**config.mk**
```make
export PLATFORM = sky130hd
export DESIGN_NAME = sprite_depth_order_compare_core
export DESIGN_NICKNAME = d
export VERILOG_FILES = /design/src/hw/rtl/sdoc_pkg.sv /design/src/hw/rtl/sdoc_proj.sv /design/src/hw/rtl/sprite_depth_order_compare_core.sv
export SDC_FILE = /design/constraint.sdc
export NUM_CORES = 2
export LEC_CHECK = 0
export ABC_AREA = 0
export BUFFER_PORTS_ARGS = -buffer_cell sky130_fd_sc_hd__buf_4
export CAP_MARGIN = 20
export CORE_MARGIN = 2
export CORE_UTILIZATION = 24
export CTS_CLUSTER_SIZE = 10
export DETAILED_ROUTE_END_ITERATION = 16
export MAX_ROUTING_LAYER = met4
export PLACE_DENSITY = 0.37
export SYNTH_ARGS = -nofsm -noshare
export SYNTH_HDL_FRONTEND = slang
export SYNTH_SLANG_ARGS = --single-unit
```
**constraint.sdc**
```tcl
create_clock -name i_clk -period 63.4 [get_ports i_clk]
set_input_delay 6.34 -clock i_clk [delete_from_list [all_inputs] [get_ports i_clk]]
set_output_delay 6.34 -clock i_clk [all_outputs]
set_load 0.05 [all_outputs]
```
**src/hw/rtl/sdoc_pkg.sv**
```systemverilog
// Shared widths, result codes and stage sideband type for the sprite depth order compare.
package sdoc_pkg;

    localparam int LAYER_W = 16;
    localparam int SLOPE_W = 32;
    localparam int POS_W   = 16;
    localparam int IDENT_W = 32;
    localparam int DX_W    = POS_W + 1;
    localparam int PROD_W  = DX_W + SLOPE_W;
    localparam int FRAC_W  = 16;
    localparam int PROJ_W  = POS_W + 2;
    localparam int ORDER_W = 2;

    localparam logic [ORDER_W-1:0] ORDER_AFTER  = 2'b01;
    localparam logic [ORDER_W-1:0] ORDER_BEFORE = 2'b11;
    localparam logic [ORDER_W-1:0] ORDER_ABSENT = 2'b00;

    // Per-item control carried alongside the projection pipeline.
    typedef struct packed {
        logic                      absent;
        logic                      layer_done;
        logic [ORDER_W-1:0]        layer_order;
        logic                      tie_after;
        logic                      slope_a_nz;
        logic                      slope_b_nz;
        logic signed [POS_W-1:0]   pos_y_a;
        logic signed [POS_W-1:0]   pos_y_b;
    } t_side;

endpackage

```
**src/hw/rtl/sdoc_proj.sv**
```systemverilog
// Two-stage slope projection: registered multiply, then truncate, wrap and add y.
module sdoc_proj (
    input  logic                                   i_clk,
    input  logic                                   i_en,
    input  logic signed [sdoc_pkg::DX_W-1:0]       i_dx,
    input  logic signed [sdoc_pkg::SLOPE_W-1:0]    i_slope,
    input  logic signed [sdoc_pkg::POS_W-1:0]      i_y,
    output logic signed [sdoc_pkg::PROJ_W-1:0]     o_proj
);

    logic signed [sdoc_pkg::PROD_W-1:0]  r_prod;
    logic signed [sdoc_pkg::POS_W-1:0]   r_y;
    logic signed [sdoc_pkg::PROJ_W-1:0]  r_proj;

    logic signed [sdoc_pkg::PROD_W-1:0]  n_prod;
    logic [2*sdoc_pkg::FRAC_W-1:0]       w_bias;
    logic [2*sdoc_pkg::FRAC_W-1:0]       w_sum;
    logic signed [sdoc_pkg::POS_W-1:0]   w_low;
    logic signed [sdoc_pkg::PROJ_W-1:0]  n_proj;

    assign n_prod = sdoc_pkg::PROD_W'(i_dx) * sdoc_pkg::PROD_W'(i_slope);

    // Truncation toward zero: bias negative products by 2^16-1 before the shift.
    assign w_bias = r_prod[sdoc_pkg::PROD_W-1]
                  ? (2*sdoc_pkg::FRAC_W)'((1 << sdoc_pkg::FRAC_W) - 1)
                  : '0;
    assign w_sum  = r_prod[2*sdoc_pkg::FRAC_W-1:0] + w_bias;
    assign w_low  = $signed(w_sum[2*sdoc_pkg::FRAC_W-1:sdoc_pkg::FRAC_W]);
    assign n_proj = sdoc_pkg::PROJ_W'(w_low) + sdoc_pkg::PROJ_W'(r_y);

    always_ff @(posedge i_clk) begin
        if (i_en) begin
            r_prod <= n_prod;
            r_y    <= i_y;
            r_proj <= n_proj;
        end
    end

    assign o_proj = r_proj;

endmodule

```
**src/hw/rtl/sprite_depth_order_compare_core.sv**
```systemverilog
// Top level of the sprite depth order compare: skid stage, four-stage pipeline, decision.
// Stages in order: input reg, multiply, project, decide/output reg; an item parked in the
//   input skid register enters the input reg once the pipe advances.
// Throughput: one pair per cycle; the two 17x32 projection multipliers are fully pipelined.
// Backpressure stalls every stage together; a one-entry skid register decouples o_in_ready
//   from i_out_ready so the input side never sees a combinational path from the output side.
// Reset (i_rst_n, synchronous, active low) clears all valid bits; payload is not reset.
module sprite_depth_order_compare_core (
    input  logic                                  i_clk,
    input  logic                                  i_rst_n,

    input  logic                                  i_in_valid,
    output logic                                  o_in_ready,
    input  logic signed [sdoc_pkg::LAYER_W-1:0]   i_layer_a,
    input  logic signed [sdoc_pkg::LAYER_W-1:0]   i_layer_b,
    input  logic signed [sdoc_pkg::SLOPE_W-1:0]   i_slope_a,
    input  logic signed [sdoc_pkg::SLOPE_W-1:0]   i_slope_b,
    input  logic signed [sdoc_pkg::POS_W-1:0]     i_pos_x_a,
    input  logic signed [sdoc_pkg::POS_W-1:0]     i_pos_y_a,
    input  logic signed [sdoc_pkg::POS_W-1:0]     i_pos_x_b,
    input  logic signed [sdoc_pkg::POS_W-1:0]     i_pos_y_b,
    input  logic [sdoc_pkg::IDENT_W-1:0]          i_ident_a,
    input  logic [sdoc_pkg::IDENT_W-1:0]          i_ident_b,

    output logic                                  o_out_valid,
    input  logic                                  i_out_ready,
    output logic signed [sdoc_pkg::ORDER_W-1:0]   o_order
);

    // Input transaction payload, grouped for the skid register.
    typedef struct packed {
        logic signed [sdoc_pkg::LAYER_W-1:0] layer_a;
        logic signed [sdoc_pkg::LAYER_W-1:0] layer_b;
        logic signed [sdoc_pkg::SLOPE_W-1:0] slope_a;
        logic signed [sdoc_pkg::SLOPE_W-1:0] slope_b;
        logic signed [sdoc_pkg::POS_W-1:0]   pos_x_a;
        logic signed [sdoc_pkg::POS_W-1:0]   pos_y_a;
        logic signed [sdoc_pkg::POS_W-1:0]   pos_x_b;
        logic signed [sdoc_pkg::POS_W-1:0]   pos_y_b;
        logic [sdoc_pkg::IDENT_W-1:0]        ident_a;
        logic [sdoc_pkg::IDENT_W-1:0]        ident_b;
    } t_item;

    // Whole pipeline advances when the output register is empty or being drained.
    logic w_en;
    assign w_en = !o_out_valid || i_out_ready;

    // ---------------- skid register ----------------
    logic  r_skid_v;
    t_item r_skid;
    t_item w_in;
    t_item w_src;
    logic  w_src_v;

    assign o_in_ready = !r_skid_v;

    assign w_in = '{layer_a: i_layer_a, layer_b: i_layer_b,
                    slope_a: i_slope_a, slope_b: i_slope_b,
                    pos_x_a: i_pos_x_a, pos_y_a: i_pos_y_a,
                    pos_x_b: i_pos_x_b, pos_y_b: i_pos_y_b,
                    ident_a: i_ident_a, ident_b: i_ident_b};

    assign w_src_v = r_skid_v || i_in_valid;
    assign w_src   = r_skid_v ? r_skid : w_in;

    always_ff @(posedge i_clk) begin
        if (!i_rst_n) begin
            r_skid_v <= 1'b0;
        end else if (w_en) begin
            r_skid_v <= 1'b0;
        end else if (i_in_valid && o_in_ready) begin
            r_skid_v <= 1'b1;
        end
    end

    always_ff @(posedge i_clk) begin
        if (!w_en && i_in_valid && o_in_ready) begin
            r_skid <= w_in;
        end
    end

    // ---------------- stage 1: layers, flags, x deltas ----------------
    logic                                 r_s1_v;
    sdoc_pkg::t_side                      r_s1_side;
    logic signed [sdoc_pkg::DX_W-1:0]     r_s1_dx_ab;
    logic signed [sdoc_pkg::DX_W-1:0]     r_s1_dx_ba;
    logic signed [sdoc_pkg::SLOPE_W-1:0]  r_s1_slope_a;
    logic signed [sdoc_pkg::SLOPE_W-1:0]  r_s1_slope_b;

    sdoc_pkg::t_side                      n_s1_side;
    logic                                 w_layered;

    // Layers only count when both are strictly positive.
    assign w_layered = (w_src.layer_a > 0) && (w_src.layer_b > 0);

    always_comb begin
        n_s1_side             = '0;
        n_s1_side.absent      = (w_src.ident_a == '0) || (w_src.ident_b == '0);
        n_s1_side.layer_done  = w_layered && (w_src.layer_a != w_src.layer_b);
        n_s1_side.layer_order = (w_src.layer_a > w_src.layer_b)
                              ? sdoc_pkg::ORDER_AFTER : sdoc_pkg::ORDER_BEFORE;
        n_s1_side.tie_after   = w_src.ident_b < w_src.ident_a;
        n_s1_side.slope_a_nz  = w_src.slope_a != '0;
        n_s1_side.slope_b_nz  = w_src.slope_b != '0;
        n_s1_side.pos_y_a     = w_src.pos_y_a;
        n_s1_side.pos_y_b     = w_src.pos_y_b;
    end

    always_ff @(posedge i_clk) begin
        if (!i_rst_n) begin
            r_s1_v <= 1'b0;
        end else if (w_en) begin
            r_s1_v <= w_src_v;
        end
    end

    always_ff @(posedge i_clk) begin
        if (w_en) begin
            r_s1_side    <= n_s1_side;
            r_s1_dx_ab   <= sdoc_pkg::DX_W'(w_src.pos_x_b) - sdoc_pkg::DX_W'(w_src.pos_x_a);
            r_s1_dx_ba   <= sdoc_pkg::DX_W'(w_src.pos_x_a) - sdoc_pkg::DX_W'(w_src.pos_x_b);
            r_s1_slope_a <= w_src.slope_a;
            r_s1_slope_b <= w_src.slope_b;
        end
    end

    // ---------------- stages 2 and 3: projections ----------------
    logic signed [sdoc_pkg::PROJ_W-1:0] w_proj_a;
    logic signed [sdoc_pkg::PROJ_W-1:0] w_proj_b;

    sdoc_proj u_proj_a (
        .i_clk   (i_clk),
        .i_en    (w_en),
        .i_dx    (r_s1_dx_ab),
        .i_slope (r_s1_slope_a),
        .i_y     (r_s1_side.pos_y_a),
        .o_proj  (w_proj_a)
    );

    sdoc_proj u_proj_b (
        .i_clk   (i_clk),
        .i_en    (w_en),
        .i_dx    (r_s1_dx_ba),
        .i_slope (r_s1_slope_b),
        .i_y     (r_s1_side.pos_y_b),
        .o_proj  (w_proj_b)
    );

    logic            r_s2_v;
    logic            r_s3_v;
    sdoc_pkg::t_side r_s2_side;
    sdoc_pkg::t_side r_s3_side;

    always_ff @(posedge i_clk) begin
        if (!i_rst_n) begin
            r_s2_v <= 1'b0;
            r_s3_v <= 1'b0;
        end else if (w_en) begin
            r_s2_v <= r_s1_v;
            r_s3_v <= r_s2_v;
        end
    end

    always_ff @(posedge i_clk) begin
        if (w_en) begin
            r_s2_side <= r_s1_side;
            r_s3_side <= r_s2_side;
        end
    end

    // ---------------- stage 4: decision and output register ----------------
    logic signed [sdoc_pkg::PROJ_W-1:0] w_ya;
    logic signed [sdoc_pkg::PROJ_W-1:0] w_yb;
    logic [sdoc_pkg::ORDER_W-1:0]       w_tie;
    logic [sdoc_pkg::ORDER_W-1:0]       w_plain;
    logic                               w_front;
    logic [sdoc_pkg::ORDER_W-1:0]       n_order;

    assign w_ya    = sdoc_pkg::PROJ_W'(r_s3_side.pos_y_a);
    assign w_yb    = sdoc_pkg::PROJ_W'(r_s3_side.pos_y_b);
    assign w_tie   = r_s3_side.tie_after ? sdoc_pkg::ORDER_AFTER : sdoc_pkg::ORDER_BEFORE;
    assign w_plain = (w_ya > w_yb) ? sdoc_pkg::ORDER_AFTER
                   : (w_ya < w_yb) ? sdoc_pkg::ORDER_BEFORE : w_tie;
    assign w_front = w_proj_a > w_yb;

    always_comb begin
        if (r_s3_side.absent) begin
            n_order = sdoc_pkg::ORDER_ABSENT;
        end else if (r_s3_side.layer_done) begin
            n_order = r_s3_side.layer_order;
        end else if (r_s3_side.slope_a_nz && r_s3_side.slope_b_nz) begin
            // Both slopes: both projections must agree, else fall back to plain y.
            if ((w_ya > w_proj_b) && w_front) begin
                n_order = sdoc_pkg::ORDER_AFTER;
            end else if ((w_ya < w_proj_b) && !w_front) begin
                n_order = sdoc_pkg::ORDER_BEFORE;
            end else begin
                n_order = w_plain;
            end
        end else if (r_s3_side.slope_a_nz) begin
            n_order = (w_proj_a > w_yb) ? sdoc_pkg::ORDER_AFTER
                    : (w_proj_a == w_yb) ? w_tie : sdoc_pkg::ORDER_BEFORE;
        end else if (r_s3_side.slope_b_nz) begin
            n_order = (w_ya > w_proj_b) ? sdoc_pkg::ORDER_AFTER
                    : (w_ya == w_proj_b) ? w_tie : sdoc_pkg::ORDER_BEFORE;
        end else begin
            n_order = w_plain;
        end
    end

    logic                          r_out_v;
    logic [sdoc_pkg::ORDER_W-1:0]  r_order;

    always_ff @(posedge i_clk) begin
        if (!i_rst_n) begin
            r_out_v <= 1'b0;
        end else if (w_en) begin
            r_out_v <= r_s3_v;
        end
    end

    always_ff @(posedge i_clk) begin
        if (w_en) begin
            r_order <= n_order;
        end
    end

    assign o_out_valid = r_out_v;
    assign o_order     = $signed(r_order);

    // ---------------- assertions ----------------
    // Skid register only fills while the output is stalled.
    a_skid_on_stall: assert property (@(posedge i_clk) disable iff (!i_rst_n)
        $rose(r_skid_v) |-> $past(r_out_v && !i_out_ready))
        else $error("skid filled without output stall");

    // The encoding 2'b10 is never produced.
    a_order_legal: assert property (@(posedge i_clk) disable iff (!i_rst_n)
        o_out_valid |-> (o_order != 2'sb10))
        else $error("illegal order code");

    // A finished item in stage 3 reaches the output when the pipe advances.
    a_s3_to_out: assert property (@(posedge i_clk) disable iff (!i_rst_n)
        (r_s3_v && w_en) |=> r_out_v)
        else $error("stage 3 transaction lost");

    // A stalled pipe keeps its stage 1 transaction.
    a_s1_hold: assert property (@(posedge i_clk) disable iff (!i_rst_n)
        (r_s1_v && !w_en) |=> r_s1_v)
        else $error("stage 1 transaction dropped during stall");

endmodule

```
# Word level (Yosys, flattened, before mapping)
# Index checks and enable logic that the tools add are counted.
# totals
ff_bits,580
input_bits,228
word_cells,106
# classes
n_addsub,6
mul,2
order_cmp,9
n_eq_ne,3
muxes,17
bitwise_logic,1
reduce_logical,20
# op_table
op,count
224-bit 2-to-1 mux,1
17-bit by 32-bit multiplier with 49-bit output,2
32-bit by 16-bit adder with 32-bit output,2
32-bit logical NOT,2
32-bit nonzero test,2
16-bit by 16-bit adder with 17-bit output,2
16-bit by 16-bit subtractor with 17-bit output,2
"16-bit by 1-bit > comparator with 1-bit output, second input constant",2
16-bit > comparator,2
32-bit < comparator,1
16-bit 2-to-1 mux,2
2-bit 2-to-1 mux,14
16-bit by 18-bit equality test with 1-bit output,1
18-bit by 16-bit equality test with 1-bit output,1
16-bit by 18-bit > comparator with 1-bit output,1
18-bit by 16-bit > comparator with 1-bit output,1
16-bit by 18-bit < comparator with 1-bit output,1
16-bit < comparator,1
16-bit != test,1
1-bit logical AND,8
1-bit logical NOT,4
1-bit logical OR,3
2-bit OR reduction,1
1-bit inverter,1

# Depth between registers and ports, before layout
# logic_depth
depth_word,7
ltp_mapped,25
depth_no_buf,24

# Hierarchy
# Synthesis repeated with hierarchy kept, for this count alone.
# unflattened
cells_unflattened,5816
hier_area_um2,62954.1
# by_module_without_submodules
mod,instances,cells_per_inst,area_per_inst_um2
sdoc_proj (u_proj_b),1,2273,21500.6
sdoc_proj (u_proj_a),1,2229,21254.1
sprite_depth_order_compare_core,1,1314,20199.4

# Least setup slack after synthesis
# No wires, ideal clock.
# synth_path
kind,in2reg
startpoint,input port i_out_ready
endpoint,"register r_skid[0] (netlist name), enable pin"
arrival_time_ps,46609
path_slack_ps,10582
cell_stages,3
n_path_buf,1
cell_sequence,nand2b_1 > clkbuf_1 > nor3b_1
# synth_via
elab_chain_len,4
# synth_rtl
item,line_no,rtl
"start, declared",sprite_depth_order_compare_core.sv:26,"input logic i_out_ready,"
1-bit logical OR,sprite_depth_order_compare_core.sv:46,assign w_en = !o_out_valid || i_out_ready;
named net u_proj_a.i_en,sdoc_proj.sv:4,"input logic i_en,"
1-bit logical NOT,sprite_depth_order_compare_core.sv:77,if (!w_en && i_in_valid && o_in_ready) begin
1-bit logical AND (2 in a row),sprite_depth_order_compare_core.sv:77,
"end signal, assigned",sprite_depth_order_compare_core.sv:78,r_skid <= w_in;
"end, declared",sprite_depth_order_compare_core.sv:50,t_item r_skid;
# The timed path passes the listed nets, and every way through them passes these cells.
# A chain may end at the register's enable or synchronous reset.

# Worst setup path in the final report
# layout_path
startpoint,input port i_pos_x_b[1] (netlist name)
endpoint,register r_s1_dx_ba[16] (netlist name) (data pin)
# layout_via
elab_chain_len,2
# layout_rtl
item,line_no,rtl
"start, declared",sprite_depth_order_compare_core.sv:20,"input logic signed [sdoc_pkg::POS_W-1:0] i_pos_x_b,"
224-bit 2-to-1 mux,sprite_depth_order_compare_core.sv:64,assign w_src = r_skid_v ? r_skid : w_in;
16-bit by 16-bit subtractor with 17-bit output,sprite_depth_order_compare_core.sv:121,r_s1_dx_ba <= sdoc_pkg::DX_W'(w_src.pos_x_a) - sdoc_pkg::DX_W'(w_src.pos_x_b);
"end signal, assigned",sprite_depth_order_compare_core.sv:121,
"end, declared",sprite_depth_order_compare_core.sv:86,logic signed [sdoc_pkg::DX_W-1:0] r_s1_dx_ba;
# No other way between the ends.

==> flow_summary.json <==
{
  "clk_pin_slew_ns": 0.05,
  "cts_sinks": 542,
  "synth.distinct_cells": 76,
  "busiest_layer": "met2",
  "synth_ff_type": "edfxtp_1",
  "dp_cells": 9193,
  "grtUsageMet3": 0.0272,
  "start_util": 0.241,
  "route.detailed.drc": 0,
  "synth_fa_ha_area_frac": 0.425,
  "worst_path_most_repeated_cell": "o21ai_0",
  "synthCells": 5726,
  "fillers": 27000,
  "synth_top_family_by_area": "adder cells",
  "synthSimpleGateAreaFrac": 0.120,
  "finalSetupViolCount": 0,
  "crit_required_ns": 63.84,
  "routedWlPerCell_um": 19.6,
  "final_cell_count_no_fill": 9364,
  "path_cells": "buf_4 -> mux2i_1 -> inv_1 -> fa_1 -> nor2b_1 -> o21ai_0 -> a21boi_0 -> o21ai_0 -> nand2b_1 -> a21oi_1 -> o221ai_1 -> o41a_1 -> a31oi_1",
  "cp.arrival_ns": 9.22,
  "grt_usage": 0.147,
  "routabilityCongestion": 0.782,
  "drv_slew": 0,
  "crit_buf_inv": 2,
  "holdWs_ns": 0.415,
  "synth_compound_area_frac": 0.0423,
  "cts_inserted_buffers": 79,
  "tns_ns": 0,
  "fin_nets": 7585,
  "io_pins": 232,
  "synth.ff_latch_count": 542,
  "worstSetupPathType": "in -> reg",
  "grt_max_degree": 142,
  "critPathMaxFanout": 4,
  "slew_headroom": 0.238,
  "crit_family": "compound AO/OA/AOI/OAI gates",
  "drv_cap": 0,
  "skew_ns": 0.0444,
  "hold_class": "reg -> reg",
  "clockBufferDepth": 3,
  "postSynthAreaPerCell_sq_um": 10.8,
  "clock-root-buffer": "clkbuf_16",
  "synth_edf_count": 537,
  "core.rowCount": 186,
  "syn_area_sq_um": 61600,
  "core_sq_um": 256000,
  "die_width_um": 511,
  "tightest_slew_ns": 1.14,
  "hold_viol_final": 0,
  "status": "finished clean",
  "ant_nets": 0,
  "grt_use_met2": 0.233,
  "ctsHoldBuffers": 0,
  "synth_xor_area_frac": 0.0213,
  "drive_above_1_share": 0.0976,
  "yosysSeqAreaShare": 0.263,
  "post_cts_buffers": 0,
  "overflow": 0,
  "fin_crit_sh": 0.139,
  "wirelength_um": 183000,
  "seqCellArea_sq_um": 16200,
  "dpl.hpwl_um": 138000,
  "io_buffers": 231,
  "tritoncts": "done",
  "die_area_sq_um": 261000,
  "synth_nets": 7421,
  "cts_htree_levels": 3,
  "critical_path.endpoint_type": "flip-flop",
  "crit_slowest_cell": "fa_1",
  "grt_antenna_before_repair": 30,
  "die_h_um": 511,
  "cpPeakStageDelay_ns": 0.46,
  "max_freq_mhz": 114,
  "firstDrtPassIters": 5,
  "worstSetupStartpointType": "input pin",
  "multi_input_area_sq_um": 40000,
  "rsz0062_at_grt": "false",
  "syn2layout_area_growth_pct": 13.4,
  "cts_resized": 0,
  "vias_per_cell": 4.25,
  "gr-usage-met1": 0.193,
  "dr_total_vias": 39800,
  "drt_iter0_drc": 1880,
  "first_global_vias": 44400,
  "async_flop_share": 0,
  "finalCriticalPeriod_ns": 8.78,
  "grt_pass1_wl_um": 282000,
  "utilization": 0.273,
  "synthMuxAreaShare": 0.0398,
  "ys.warnings.count": 0,
  "clock_latency_ns": 0.72
}
[worst paths after layout]
path	startpoint	end	slack, ns	cells past startpoint
setup / recovery	i_pos_x_b[1]	r_s1_dx_ba[16]	54.62	13
hold / removal	r_s1_side[25]	u_proj_a.r_y[9]	0.42	0
setup reg to reg	r_s1_dx_ab[2]	u_proj_a.r_prod[48]	55.27	19
hold reg to reg	r_s1_side[25]	u_proj_a.r_y[9]	0.42	0
[worst reg2reg max path: cells and delay by family, from the launching register on]
| family | cells | cell delay, ns |
|---|---|---|
| fa+ha+maj | 7 | 3.84 |
| compound gates | 6 | 1.90 |
| xor+xnor | 1 | 0.67 |
| buf+inv | 2 | 0.62 |
| simple gates | 3 | 0.44 |
| flops | 1 | 0.32 |
[Yosys cell counts, types with 6 or more instances]
library cell,n,area [sq um]
inv_1,1216,4560
fa_1,1046,20900
nand2_1,683,2560
edfxtp_1,537,16100
ha_1,421,5270
and2_1,417,2610
clkbuf_1,183,687
nor2_1,150,563
mux2_2,143,1610
xnor2_1,107,937
a21oi_1,105,526
mux2i_1,84,841
a21o_1,78,586
o21ai_0,61,305
nand4_1,58,363
xor2_1,43,377
nor4_1,41,257
nand3_1,35,175
nor3_1,35,175
nor2b_1,31,194
nand2b_1,26,163
o21a_1,22,165
buf_1,17,63.8
and3_1,15,93.8
a31oi_1,13,81.3
o21bai_1,12,90.1
a211oi_1,11,82.6
buf_2,11,55.1
or2_2,8,50.1
o211ai_1,7,52.6
o31ai_1,7,52.6
a2111oi_0,6,52.6
a221oi_1,6,52.6
and4_1,6,52.6
[registers in the layout, summed over array words and instances (netlist names), 2 cells and up]
name             count
r_skid             224
r_s1_side           38
r_s1_slope_b        32
u_proj_b.r_prod     33
r_s3_side           38
u_proj_a.o_proj     17
r_s1_slope_a        32
u_proj_b.o_proj     17
r_s1_dx_ab          17
u_proj_a.r_prod     33
r_s2_side            6
r_s1_dx_ba          16
u_proj_a.r_y        16
u_proj_b.r_y        16
o_order              2
[cells in the final DEF (no fill, tap or decap), drive strengths merged, types with 9 or more instances in the layout]
master | Yosys | routed
nand2b | 26 | 26
o21a | 22 | 22
a21oi | 106 | 106
or2 | 9 | 9
nor2b | 31 | 31
buf | 28 | 294
xor2 | 43 | 43
clkbuf | 183 | 98
o21bai | 12 | 12
diode | 0 | 30
edfxtp | 537 | 537
nor3 | 35 | 35
a21o | 78 | 78
mux2i | 84 | 84
and3 | 15 | 15
clkinv | 1 | 28
inv | 1217 | 1222
o21ai | 64 | 64
a211oi | 12 | 12
and2 | 417 | 417
ha | 421 | 421
xnor2 | 107 | 107
nor4 | 41 | 41
fa | 1046 | 1046
nand2 | 683 | 683
mux2 | 143 | 143
nand4 | 58 | 58
nand3 | 35 | 35
nor2 | 150 | 150
a31oi | 13 | 13
[cells by family (layout without fill, tap and decap cells)]
logic type / count (synthesis) / count (layout)
xor gates and xnor gates: 150 / 150
muxes: 227 / 227
AOI/OAI and AO/OA: 386 / 386
and+or+nand+nor: 1525 / 1525
DFF: 542 / 542
adders and majority gates: 1467 / 1467
other: 0 / 30
buffers and inverters: 1429 / 1653
[per-stage QoR]
| stage | instance area (sq um) | setup slack (ns) |
|---|---|---|
| 6_report | 69900 | 54.62 |
| 5_1_grt | 69900 | 54.50 |
| 4_1_cts | 69800 | 54.67 |
| 3_5_place_dp | 67300 | 53.86 |
| 3_3_place_gp | 67300 | 53.88 |
| 2_1_floorplan | 61600 | 10.58 |
[metal layers]
| metal | up-vias | part of all wire |
|---|---|---|
| li1 | 18300 | - |
| met1 | 20600 | 0.46 |
| met2 | 670 | 0.46 |
| met3 | 207 | 0.046 |
| met4 | 0 | 0.026 |
| met5 | - | 0 |
[area by class of cell]
cell class / instances / area share
Multi-Input combinational cell: 3755 / 0.573
Sequential cell: 542 / 0.232
Inverter: 1218 / 0.0654
Tap cell: 3384 / 0.0606
Timing Repair Buffer: 294 / 0.0319
Clock buffer: 98 / 0.0296
Clock inverter: 43 / 0.00652
Antenna cell: 30 / 0.00107
Power is left out: the tool's default activity adds up to more than one toggle a clock period on the data nets, which glitch-free logic cannot reach.
